[config.mk]
export PLATFORM = sky130hd
export DESIGN_NAME = rotating_page_wear_leveler
export DESIGN_NICKNAME = d
export VERILOG_FILES = /design/src/design/rpwl_pkg.sv /design/src/design/rotating_page_wear_leveler.sv /design/src/design/rpwl_ram.sv
export SDC_FILE = /design/constraint.sdc
export NUM_CORES = 2
export LEC_CHECK = 0
export BUFFER_PORTS_ARGS = -buffer_cell sky130_fd_sc_hd__buf_2
export CAP_MARGIN = 40
export CORE_ASPECT_RATIO = 1.1
export CORE_MARGIN = 2
export CORE_UTILIZATION = 35
export CTS_BUF_LIST = sky130_fd_sc_hd__clkbuf_8 sky130_fd_sc_hd__clkbuf_16
export DETAILED_ROUTE_END_ITERATION = 6
export RECOVER_POWER = 50
export SYNTH_ARGS = -nofsm -noshare
export SYNTH_HDL_FRONTEND = slang
export SYNTH_MEMORY_MAX_BITS = 65536
export SYNTH_SLANG_ARGS = --single-unit
export TNS_END_PERCENT = 5
[constraint.sdc]
create_clock -name clk -period 23.6 [get_ports clk]
set_input_delay 1.18 -clock clk [delete_from_list [all_inputs] [get_ports clk]]
set_output_delay 1.18 -clock clk [all_outputs]
set_load 0.01 [all_outputs]
[src/design/rpwl_pkg.sv]
package rpwl_pkg;

    // Command codes carried in the mode field.
    localparam logic [1:0] MODE_LOAD   = 2'd0;
    localparam logic [1:0] MODE_COMMIT = 2'd1;
    localparam logic [1:0] MODE_READ   = 2'd2;
    localparam logic [1:0] MODE_CLEAR  = 2'd3;

    // Value of every byte of a page that has never been programmed.
    localparam logic [7:0] ERASED_BYTE = 8'hFF;

    typedef struct packed {
        logic [1:0] mode;
        logic [1:0] container_index;
        logic [3:0] byte_offset;
        logic [7:0] data_in;
    } cmd_t;

    typedef struct packed {
        logic [7:0] data_out;
        logic [2:0] page_slot;
        logic       last;
    } result_t;

endpackage

[src/design/rotating_page_wear_leveler.sv]
// Rotating page wear leveler.
// A command transfer is accepted on a rising clock edge where start is high and
// busy is low. The cmd struct selects one of four modes. Loading a staging byte
// and clearing the staging buffer finish in the accept cycle and give no result,
// so busy never rises for them.
// A commit copies the latest page into the first unused page, byte by byte,
// with the staging buffer placed in the chosen container slot. The copy runs
// through the single read and write port of the page memory, one byte per
// cycle, so busy stays high until the one result transfer, which appears
// as busy falls.
// A read streams one container of the latest page: CONTAINER_BYTES result
// transfers on consecutive cycles, the first after the issue, memory read
// and result registers, with busy falling as the final one appears. The read
// bytes also refill the staging buffer.
// Each result transfer is valid for exactly one cycle while strobe is high; the
// receiver cannot stall the block and must take it then.
// Reset returns the block to idle with every page unused and erased and the
// staging buffer zero. Erased state is kept as one valid bit per page and per
// staging byte, so no clearing pass is needed after reset.
module rotating_page_wear_leveler #(
    parameter int PAGES               = 8,
    parameter int CONTAINERS_PER_PAGE = 4,
    parameter int CONTAINER_BYTES     = 16
) (
    input  logic              clk,
    input  logic              rst_n,
    input  logic              start,
    input  rpwl_pkg::cmd_t    cmd,
    output logic              busy,
    output logic              strobe,
    output rpwl_pkg::result_t result
);

    import rpwl_pkg::*;

    localparam int PAGE_BYTES  = CONTAINERS_PER_PAGE * CONTAINER_BYTES;
    localparam int STORE_BYTES = PAGES * PAGE_BYTES;
    localparam int AW  = (STORE_BYTES > 1) ? $clog2(STORE_BYTES) : 1;
    localparam int JW  = (PAGE_BYTES > 1) ? $clog2(PAGE_BYTES) : 1;
    localparam int BIW = (CONTAINER_BYTES > 1) ? $clog2(CONTAINER_BYTES) : 1;
    localparam int CIW = (CONTAINERS_PER_PAGE > 1) ? $clog2(CONTAINERS_PER_PAGE) : 1;
    localparam int PW  = $clog2(PAGES);

    typedef enum logic [1:0] {
        S_IDLE,
        S_COPY,
        S_READ
    } state_t;

    state_t                 state_reg, state_next;
    logic [JW-1:0]          cnt_reg, cnt_next;
    logic [BIW-1:0]         b_reg, b_next;
    logic [CIW-1:0]         c_reg, c_next;
    logic                   issue_reg, issue_next;
    logic [AW-1:0]          base_reg, base_next;
    logic [AW-1:0]          dbase_reg, dbase_next;
    logic [1:0]             idx_reg, idx_next;
    logic                   idx_ok_reg, idx_ok_next;
    logic                   src_ok_reg, src_ok_next;
    logic [PW-1:0]          slot_reg, slot_next;
    logic                   pv_reg, pv_next;
    logic                   plast_reg, plast_next;
    logic                   pbuf_reg, pbuf_next;
    logic [AW-1:0]          pwaddr_reg, pwaddr_next;
    logic [BIW-1:0]         pboff_reg, pboff_next;
    logic                   sbq_ok_reg, sbq_ok_next;
    logic [PW-1:0]          tgt_reg, tgt_next;
    logic [PAGES-1:0]       page_valid_reg, page_valid_next;
    logic [CONTAINER_BYTES-1:0] sb_valid_reg, sb_valid_next;
    logic                   strobe_reg, strobe_next;
    result_t                result_reg, result_next;

    logic                   accept;
    logic [PW-1:0]          src_page;
    logic                   cmd_idx_ok;
    logic                   last_issue;

    logic                   pg_we, pg_re;
    logic [AW-1:0]          pg_waddr, pg_raddr;
    logic [7:0]             pg_wdata, pg_q, pg_data;
    logic                   sb_we, sb_re;
    logic [BIW-1:0]         sb_waddr;
    logic [7:0]             sb_wdata, sb_q, sb_data;
    logic                   load_we;

    // The source is the page just before the target, wrapping to the last page.
    assign accept     = start && (state_reg == S_IDLE);
    assign src_page   = (tgt_reg == '0) ? PW'(PAGES - 1) : tgt_reg - PW'(1);
    assign cmd_idx_ok = 32'(cmd.container_index) < CONTAINERS_PER_PAGE;
    assign last_issue = (state_reg == S_COPY) ? (cnt_reg == JW'(PAGE_BYTES - 1))
                                              : (b_reg == BIW'(CONTAINER_BYTES - 1));

    // Pages and staging bytes that were never written read as their reset value.
    assign pg_data = src_ok_reg ? pg_q : ERASED_BYTE;
    assign sb_data = sbq_ok_reg ? sb_q : 8'h00;

    assign pg_re    = issue_reg && ((state_reg == S_COPY) || idx_ok_reg);
    assign pg_raddr = base_reg + AW'(cnt_reg);
    assign pg_we    = pv_reg && (state_reg == S_COPY);
    assign pg_waddr = pwaddr_reg;
    assign pg_wdata = pbuf_reg ? sb_data : pg_data;

    assign sb_re    = issue_reg && (state_reg == S_COPY);
    assign load_we  = accept && (cmd.mode == MODE_LOAD)
                      && (32'(cmd.byte_offset) < CONTAINER_BYTES);
    assign sb_we    = load_we || (pv_reg && (state_reg == S_READ) && idx_ok_reg);
    assign sb_waddr = load_we ? BIW'(cmd.byte_offset) : pboff_reg;
    assign sb_wdata = load_we ? cmd.data_in : pg_data;

    always_comb
    begin
        state_next      = state_reg;
        cnt_next        = cnt_reg;
        b_next          = b_reg;
        c_next          = c_reg;
        issue_next      = issue_reg;
        base_next       = base_reg;
        dbase_next      = dbase_reg;
        idx_next        = idx_reg;
        idx_ok_next     = idx_ok_reg;
        src_ok_next     = src_ok_reg;
        slot_next       = slot_reg;
        pv_next         = 1'b0;
        plast_next      = plast_reg;
        pbuf_next       = pbuf_reg;
        pwaddr_next     = pwaddr_reg;
        pboff_next      = pboff_reg;
        sbq_ok_next     = sbq_ok_reg;
        tgt_next        = tgt_reg;
        page_valid_next = page_valid_reg;
        sb_valid_next   = sb_valid_reg;
        strobe_next     = 1'b0;
        result_next     = result_reg;

        if (accept)
        begin
            cnt_next    = '0;
            b_next      = '0;
            c_next      = '0;
            idx_next    = cmd.container_index;
            idx_ok_next = cmd_idx_ok;
            src_ok_next = page_valid_reg[src_page];
            case (cmd.mode)
                MODE_COMMIT:
                begin
                    state_next = S_COPY;
                    issue_next = 1'b1;
                    base_next  = AW'(32'(src_page) * PAGE_BYTES);
                    dbase_next = AW'(32'(tgt_reg) * PAGE_BYTES);
                    slot_next  = tgt_reg;
                end
                MODE_READ:
                begin
                    state_next = S_READ;
                    issue_next = 1'b1;
                    base_next  = AW'(32'(src_page) * PAGE_BYTES
                                     + 32'(cmd.container_index) * CONTAINER_BYTES);
                    slot_next  = src_page;
                end
                MODE_CLEAR:
                begin
                    sb_valid_next = '0;
                end
                default:
                begin
                end
            endcase
        end

        // Issue stage: one memory read per cycle through the shared address adder.
        if (issue_reg)
        begin
            pv_next     = 1'b1;
            plast_next  = last_issue;
            issue_next  = !last_issue;
            pwaddr_next = dbase_reg + AW'(cnt_reg);
            pboff_next  = b_reg;
            pbuf_next   = 32'(c_reg) == 32'(idx_reg);
            sbq_ok_next = sb_valid_reg[b_reg];
            cnt_next    = cnt_reg + JW'(1);
            if (b_reg == BIW'(CONTAINER_BYTES - 1))
            begin
                b_next = '0;
                c_next = c_reg + CIW'(1);
            end
            else
            begin
                b_next = b_reg + BIW'(1);
            end
        end

        if (sb_we)
        begin
            sb_valid_next[sb_waddr] = 1'b1;
        end

        // Completion stage: the byte read in the previous cycle is written or sent.
        if (pv_reg)
        begin
            if (state_reg == S_READ)
            begin
                strobe_next          = 1'b1;
                result_next.data_out = idx_ok_reg ? pg_data : 8'h00;
                result_next.page_slot = 3'(slot_reg);
                result_next.last     = plast_reg;
            end
            else if (plast_reg)
            begin
                strobe_next           = 1'b1;
                result_next.data_out  = 8'h00;
                result_next.page_slot = 3'(slot_reg);
                result_next.last      = 1'b1;
                page_valid_next[tgt_reg] = 1'b1;
                if (idx_ok_reg)
                begin
                    // A commit with a valid index moves the target on, wrapping to page 0.
                    tgt_next = (tgt_reg == PW'(PAGES - 1)) ? '0 : tgt_reg + PW'(1);
                end
            end
            if (plast_reg)
            begin
                state_next = S_IDLE;
            end
        end
    end

    always_ff @(posedge clk or negedge rst_n)
    begin
        if (!rst_n)
        begin
            state_reg      <= S_IDLE;
            cnt_reg        <= '0;
            b_reg          <= '0;
            c_reg          <= '0;
            issue_reg      <= 1'b0;
            base_reg       <= '0;
            dbase_reg      <= '0;
            idx_reg        <= '0;
            idx_ok_reg     <= 1'b0;
            src_ok_reg     <= 1'b0;
            slot_reg       <= '0;
            pv_reg         <= 1'b0;
            plast_reg      <= 1'b0;
            pbuf_reg       <= 1'b0;
            pwaddr_reg     <= '0;
            pboff_reg      <= '0;
            sbq_ok_reg     <= 1'b0;
            tgt_reg        <= '0;
            page_valid_reg <= '0;
            sb_valid_reg   <= '0;
            strobe_reg     <= 1'b0;
            result_reg     <= '0;
        end
        else
        begin
            state_reg      <= state_next;
            cnt_reg        <= cnt_next;
            b_reg          <= b_next;
            c_reg          <= c_next;
            issue_reg      <= issue_next;
            base_reg       <= base_next;
            dbase_reg      <= dbase_next;
            idx_reg        <= idx_next;
            idx_ok_reg     <= idx_ok_next;
            src_ok_reg     <= src_ok_next;
            slot_reg       <= slot_next;
            pv_reg         <= pv_next;
            plast_reg      <= plast_next;
            pbuf_reg       <= pbuf_next;
            pwaddr_reg     <= pwaddr_next;
            pboff_reg      <= pboff_next;
            sbq_ok_reg     <= sbq_ok_next;
            tgt_reg        <= tgt_next;
            page_valid_reg <= page_valid_next;
            sb_valid_reg   <= sb_valid_next;
            strobe_reg     <= strobe_next;
            result_reg     <= result_next;
        end
    end

    rpwl_ram #(
        .DEPTH (STORE_BYTES),
        .AW    (AW)
    ) u_page_ram (
        .clk   (clk),
        .we    (pg_we),
        .waddr (pg_waddr),
        .wdata (pg_wdata),
        .re    (pg_re),
        .raddr (pg_raddr),
        .rdata (pg_q)
    );

    rpwl_ram #(
        .DEPTH (CONTAINER_BYTES),
        .AW    (BIW)
    ) u_stage_ram (
        .clk   (clk),
        .we    (sb_we),
        .waddr (sb_waddr),
        .wdata (sb_wdata),
        .re    (sb_re),
        .raddr (b_reg),
        .rdata (sb_q)
    );

    assign busy   = (state_reg != S_IDLE);
    assign strobe = strobe_reg;
    assign result = result_reg;

`ifndef NO_ASSERTIONS
    // Every result transfer closes out work that held the block busy.
    a_strobe_after_busy: assert property (@(posedge clk) disable iff (!rst_n)
        strobe |-> $past(busy))
        else $error("result transfer without a command in progress");

    // A read stream has no gaps until its final transfer.
    a_stream_contiguous: assert property (@(posedge clk) disable iff (!rst_n)
        strobe && !result.last |=> strobe)
        else $error("gap in read result stream");

    // The final transfer of a command finds the block ready again.
    a_last_frees_block: assert property (@(posedge clk) disable iff (!rst_n)
        strobe && result.last |-> !busy)
        else $error("block still busy at final transfer");

    // Staging loads and clears finish in the accept cycle.
    a_load_no_busy: assert property (@(posedge clk) disable iff (!rst_n)
        start && !busy && (cmd.mode == MODE_LOAD || cmd.mode == MODE_CLEAR)
        |=> !busy && !strobe)
        else $error("staging command made the block busy");
`endif

endmodule

[src/design/rpwl_ram.sv]
module rpwl_ram #(
    parameter int DEPTH = 512,
    parameter int AW    = 9
) (
    input  logic          clk,
    input  logic          we,
    input  logic [AW-1:0] waddr,
    input  logic [7:0]    wdata,
    input  logic          re,
    input  logic [AW-1:0] raddr,
    output logic [7:0]    rdata
);

    logic [7:0] mem [DEPTH];
    logic [7:0] rdata_reg;

    // One write port and one registered read port.
    always_ff @(posedge clk)
    begin
        if (we)
        begin
            mem[waddr] <= wdata;
        end
        if (re)
        begin
            rdata_reg <= mem[raddr];
        end
    end

    assign rdata = rdata_reg;

endmodule

==> out/results.tsv <==
metric	value	unit
GRT overflow	0	
largest net degree at the start of global routing	221	
vertical die dimension	736	microns
Synth Warn #	0	
violation count after the first detailed-routing iteration	10437	
skew final	0.0510	ns
# placed instances	14876	
ANT nets after route	0	
CP Data Arrival Time	13.70	ns
final-report hold violation count	0	
sink count of the clock tree	4327	
Required @ worst endpoint	24.26	ns
result of the run	complete, but fails checks	
most used standard cell by instance count after synthesis	sky130_fd_sc_hd__edfxtp_1	
biggest area consumer among synthesized cells	sky130_fd_sc_hd__edfxtp_1	
Largest stage delay, worst path	6.45	ns
via count of the first global-routing pass	88312	
fraction of final layout cells with drive strength greater than 1	0.180	
number of max-cap violations	61	
syn_area_per_cell	20.0	sq um
Avg WL per Cell	30.0	microns
category of the most critical setup path	reg2reg	
maximum achievable frequency	76.7	MHz
worst-case hold slack	0.459	ns
critical-path maximum fanout	179	
count of endpoints failing setup in the final report	0	
number of buffer cells added on primary ports	32	
Period Utilization, post-route	0.553	
antenna violations before repair	23	
RD Place Congestion	0.828	
master of the slowest instance on the critical path	sky130_fd_sc_hd__clkbuf_1	
commonest cells in the netlist	sky130_fd_sc_hd__edfxtp_1, sky130_fd_sc_hd__mux2i_1, sky130_fd_sc_hd__mux4_2, sky130_fd_sc_hd__nor2_1, sky130_fd_sc_hd__o221ai_1	
most common flop cell mapped by yosys	sky130_fd_sc_hd__edfxtp_1	
final period demand of the worst path	13.04	ns
number of instances resized during post-cts repair	0	
Post-Layout Cell Count	15709	
cell area after synthesis	171000	sq um
class of the most critical hold timing path	reg2reg	
final design instance area without fill	192000	sq um
Synth async-reset ratio	0.0201	
relative contribution of combinational cells to total power	0.306	
post-synthesis sequential element count	4327	
Final Routed Wirelength	471	mm
Detail Placement HPWL	284	mm
fill count	43027	
number of distinct library cell variants in the gate-level netlist after synthesis	88	
vias per cell	5.62	
Pint	16.3	mW
FF/Latch Area	130000	sq um
H-Tree Depth	5	
worst setup slack after placement	16.39	ns
area of the core	485000	sq um
clock group share of total power	0.270	
part of the power in registers	0.424	
crit start category	register	
net count after synthesis	8570	
detailed-route via count	88253	
num ports	33	
Synth top area share	0.746	
clock transition at the registers of the reported paths	0.06	ns
post-layout worst setup margin	10.56	ns
switching pwr	8.19	mW
Die X	670	microns
proportion of total power due to net switching	0.335	
area of combinational cells with multiple inputs	37500	sq um
area of placed instances	179000	sq um
relative area change from synthesis to final layout	12.4	%
ranking of synthesized cells by area	sky130_fd_sc_hd__edfxtp_1, sky130_fd_sc_hd__mux4_2, sky130_fd_sc_hd__mux2i_1	
Pwr per Cell Area	128	nW/um^2
clock root buffer	sky130_fd_sc_hd__clkbuf_16	
global-route usage over all layers	0.186	
Mapped Cells	8538	
global-route wire length before repair	665	mm
effective utilization at floorplan	0.352	
cell chain of the critical path	nor2b_1 -> o21ai_4 -> clkbuf_1 -> clkbuf_1 -> clkbuf_1 -> buf_4 -> buf_4	
setup repair after global routing missed its margin	false	
kind of capture point of the worst setup path	register	
peak supply drop	0.000163	V
CTS tree	done	
static power due to leakage	59.8	nW
number of nets at the end of the flow	8888	
sequential fraction of the synthesis area	0.759	
Largest register FFs	4096	
number of clock buffers inserted by TritonCTS	436	
Longest Clk Path Bufs	4	
worst slew margin relative to its limit	-5.80	
worst-margin pin slew	10.20	ns
Max Slew Vio Count	3556	
Die ar.	493000	sq um
violations in the final reports	capacitance limit, slew limit	
number of flops mapped to enable cells by yosys	4240	
row cnt	268	
DRC violations left	0	
Clk Latency, worst-skew pair	0.98	ns
flop2flop setup slack	10.56	ns
most prevalent standard cell on the critical path	sky130_fd_sc_hd__clkbuf_1	
length of the first detailed-routing pass in iterations	6	
worst max-delay path: cells and delay by family (launching register included):
| kind | cells | cell delay (ns) |
|---|---|---|
| flip-flops | 1 | 0.59 |
| AO/OA/AOI/OAI | 1 | 0.18 |
| buffers and inverters | 5 | 11.37 |
| AND/OR/NAND/NOR | 1 | 0.27 |
layout by cell type (no fill, tap or decap), types with 14 or more instances in the layout:
master | synthesis | layout
sky130_fd_sc_hd__edfxtp_1 | 4240 | 4240
sky130_fd_sc_hd__mux2i_1 | 733 | 733
sky130_fd_sc_hd__mux4_2 | 678 | 678
sky130_fd_sc_hd__nor2_1 | 612 | 609
sky130_fd_sc_hd__clkbuf_16 | 0 | 438
sky130_fd_sc_hd__o221ai_1 | 248 | 248
sky130_fd_sc_hd__buf_4 | 51 | 208
sky130_fd_sc_hd__o22ai_1 | 205 | 205
sky130_fd_sc_hd__nand2_1 | 189 | 189
sky130_fd_sc_hd__a21oi_1 | 156 | 156
sky130_fd_sc_hd__clkbuf_1 | 226 | 147
sky130_fd_sc_hd__clkinv_1 | 1 | 115
sky130_fd_sc_hd__o21ai_0 | 116 | 111
sky130_fd_sc_hd__inv_1 | 21 | 109
sky130_fd_sc_hd__clkinv_2 | 0 | 89
sky130_fd_sc_hd__mux4_1 | 83 | 83
sky130_fd_sc_hd__dfrtp_1 | 87 | 83
sky130_fd_sc_hd__nand3_1 | 51 | 49
sky130_fd_sc_hd__a31oi_1 | 43 | 43
sky130_fd_sc_hd__nor3_1 | 42 | 41
sky130_fd_sc_hd__mux2_2 | 36 | 36
sky130_fd_sc_hd__buf_2 | 97 | 32
sky130_fd_sc_hd__and2_1 | 34 | 30
sky130_fd_sc_hd__bufinv_16 | 0 | 30
sky130_fd_sc_hd__a2111oi_0 | 44 | 29
sky130_fd_sc_hd__o211ai_1 | 26 | 26
sky130_fd_sc_hd__a21o_1 | 24 | 24
sky130_fd_sc_hd__a22oi_1 | 22 | 22
sky130_fd_sc_hd__a211oi_1 | 24 | 21
sky130_fd_sc_hd__o31ai_1 | 21 | 21
sky130_fd_sc_hd__nor4_1 | 22 | 19
sky130_fd_sc_hd__o21a_1 | 18 | 18
sky130_fd_sc_hd__buf_6 | 75 | 18
sky130_fd_sc_hd__nand4_1 | 17 | 17
sky130_fd_sc_hd__nor2b_1 | 17 | 16
sky130_fd_sc_hd__inv_6 | 0 | 14
sky130_fd_sc_hd__buf_12 | 24 | 14
per-layer routing:
| metal | wire, microns | GRT usage |
|---|---|---|
| met1 | 180000 | 0.238 |
| met2 | 229000 | 0.309 |
| met3 | 37400 | 0.0309 |
| met4 | 24800 | 0.0868 |
| met5 | 47 | 0 |
path summary, 6_finish.rpt:
kind                                               startpoint  depth (start not counted)                          endpoint
max in group asynchronous                               rst_n                          4            cnt_reg[2]$_DFFE_PN0P_
worst max-delay path            u_page_ram.rdata[0]$_DFFE_PP_                          7  u_page_ram.mem[162][0]$_DFFE_PP_
worst min register to register  page_valid_reg[0]$_DFFE_PN0P_                          1     page_valid_reg[0]$_DFFE_PN0P_
worst max register to register  u_page_ram.rdata[0]$_DFFE_PP_                          7  u_page_ram.mem[162][0]$_DFFE_PP_
min in group asynchronous                               rst_n                          2             result[1]$_DFFE_PN0P_
worst min-delay path            page_valid_reg[0]$_DFFE_PN0P_                          1     page_valid_reg[0]$_DFFE_PN0P_
cell type report:
type | instances | area share
antenna | 11 | 0.000144
clock buffer | 439 | 0.0572
clock inverter | 361 | 0.0136
inverter | 25 | 0.000568
multi-input combinational | 3634 | 0.196
sequential | 4327 | 0.675
tap | 6480 | 0.0423
timing repair buffer | 432 | 0.0155
per-stage QoR:
stage	TNS (ns)	power, mW	utilization
after floorplan	-2322.34	16.5	-
after global placement	0	17.5	0.366
after detailed placement	0	17.8	0.369
after CTS	0	24.3	0.397
after global routing	0	25.2	0.396
final	0	24.5	0.396
logic make-up after synthesis:
| group | Yosys count | share of synthesized area |
|---|---|---|
| AOI/OAI and AO/OA | 1028 | 0.0425 |
| muxes | 1530 | 0.148 |
| buffers and inverters | 577 | 0.0225 |
| xor gates and xnor gates | 6 | 0.000308 |
| adders and majority gates | 13 | 0.000997 |
| DFF | 4327 | 0.759 |
| and+or+nand+nor | 1057 | 0.0269 |
power groups by stage:
stage | logic, mW | clock network [mW] | registers (mW)
2_1_floorplan | 4.78 | 0 | 11.8
3_3_place_gp | 7.32 | 0 | 10.2
3_5_place_dp | 7.58 | 0 | 10.2
4_1_cts | 7.59 | 6.70 | 10.0
5_1_grt | 7.83 | 7.00 | 10.4
6_report | 7.48 | 6.62 | 10.4
timing repair:
action | in CTS | in global routing
setup buffers | 0 | 0
hold buffers | 1 | 0
endpoints found under the hold margin | 2 | 0
No activity file was read; power rests on OpenSTA's default activity.
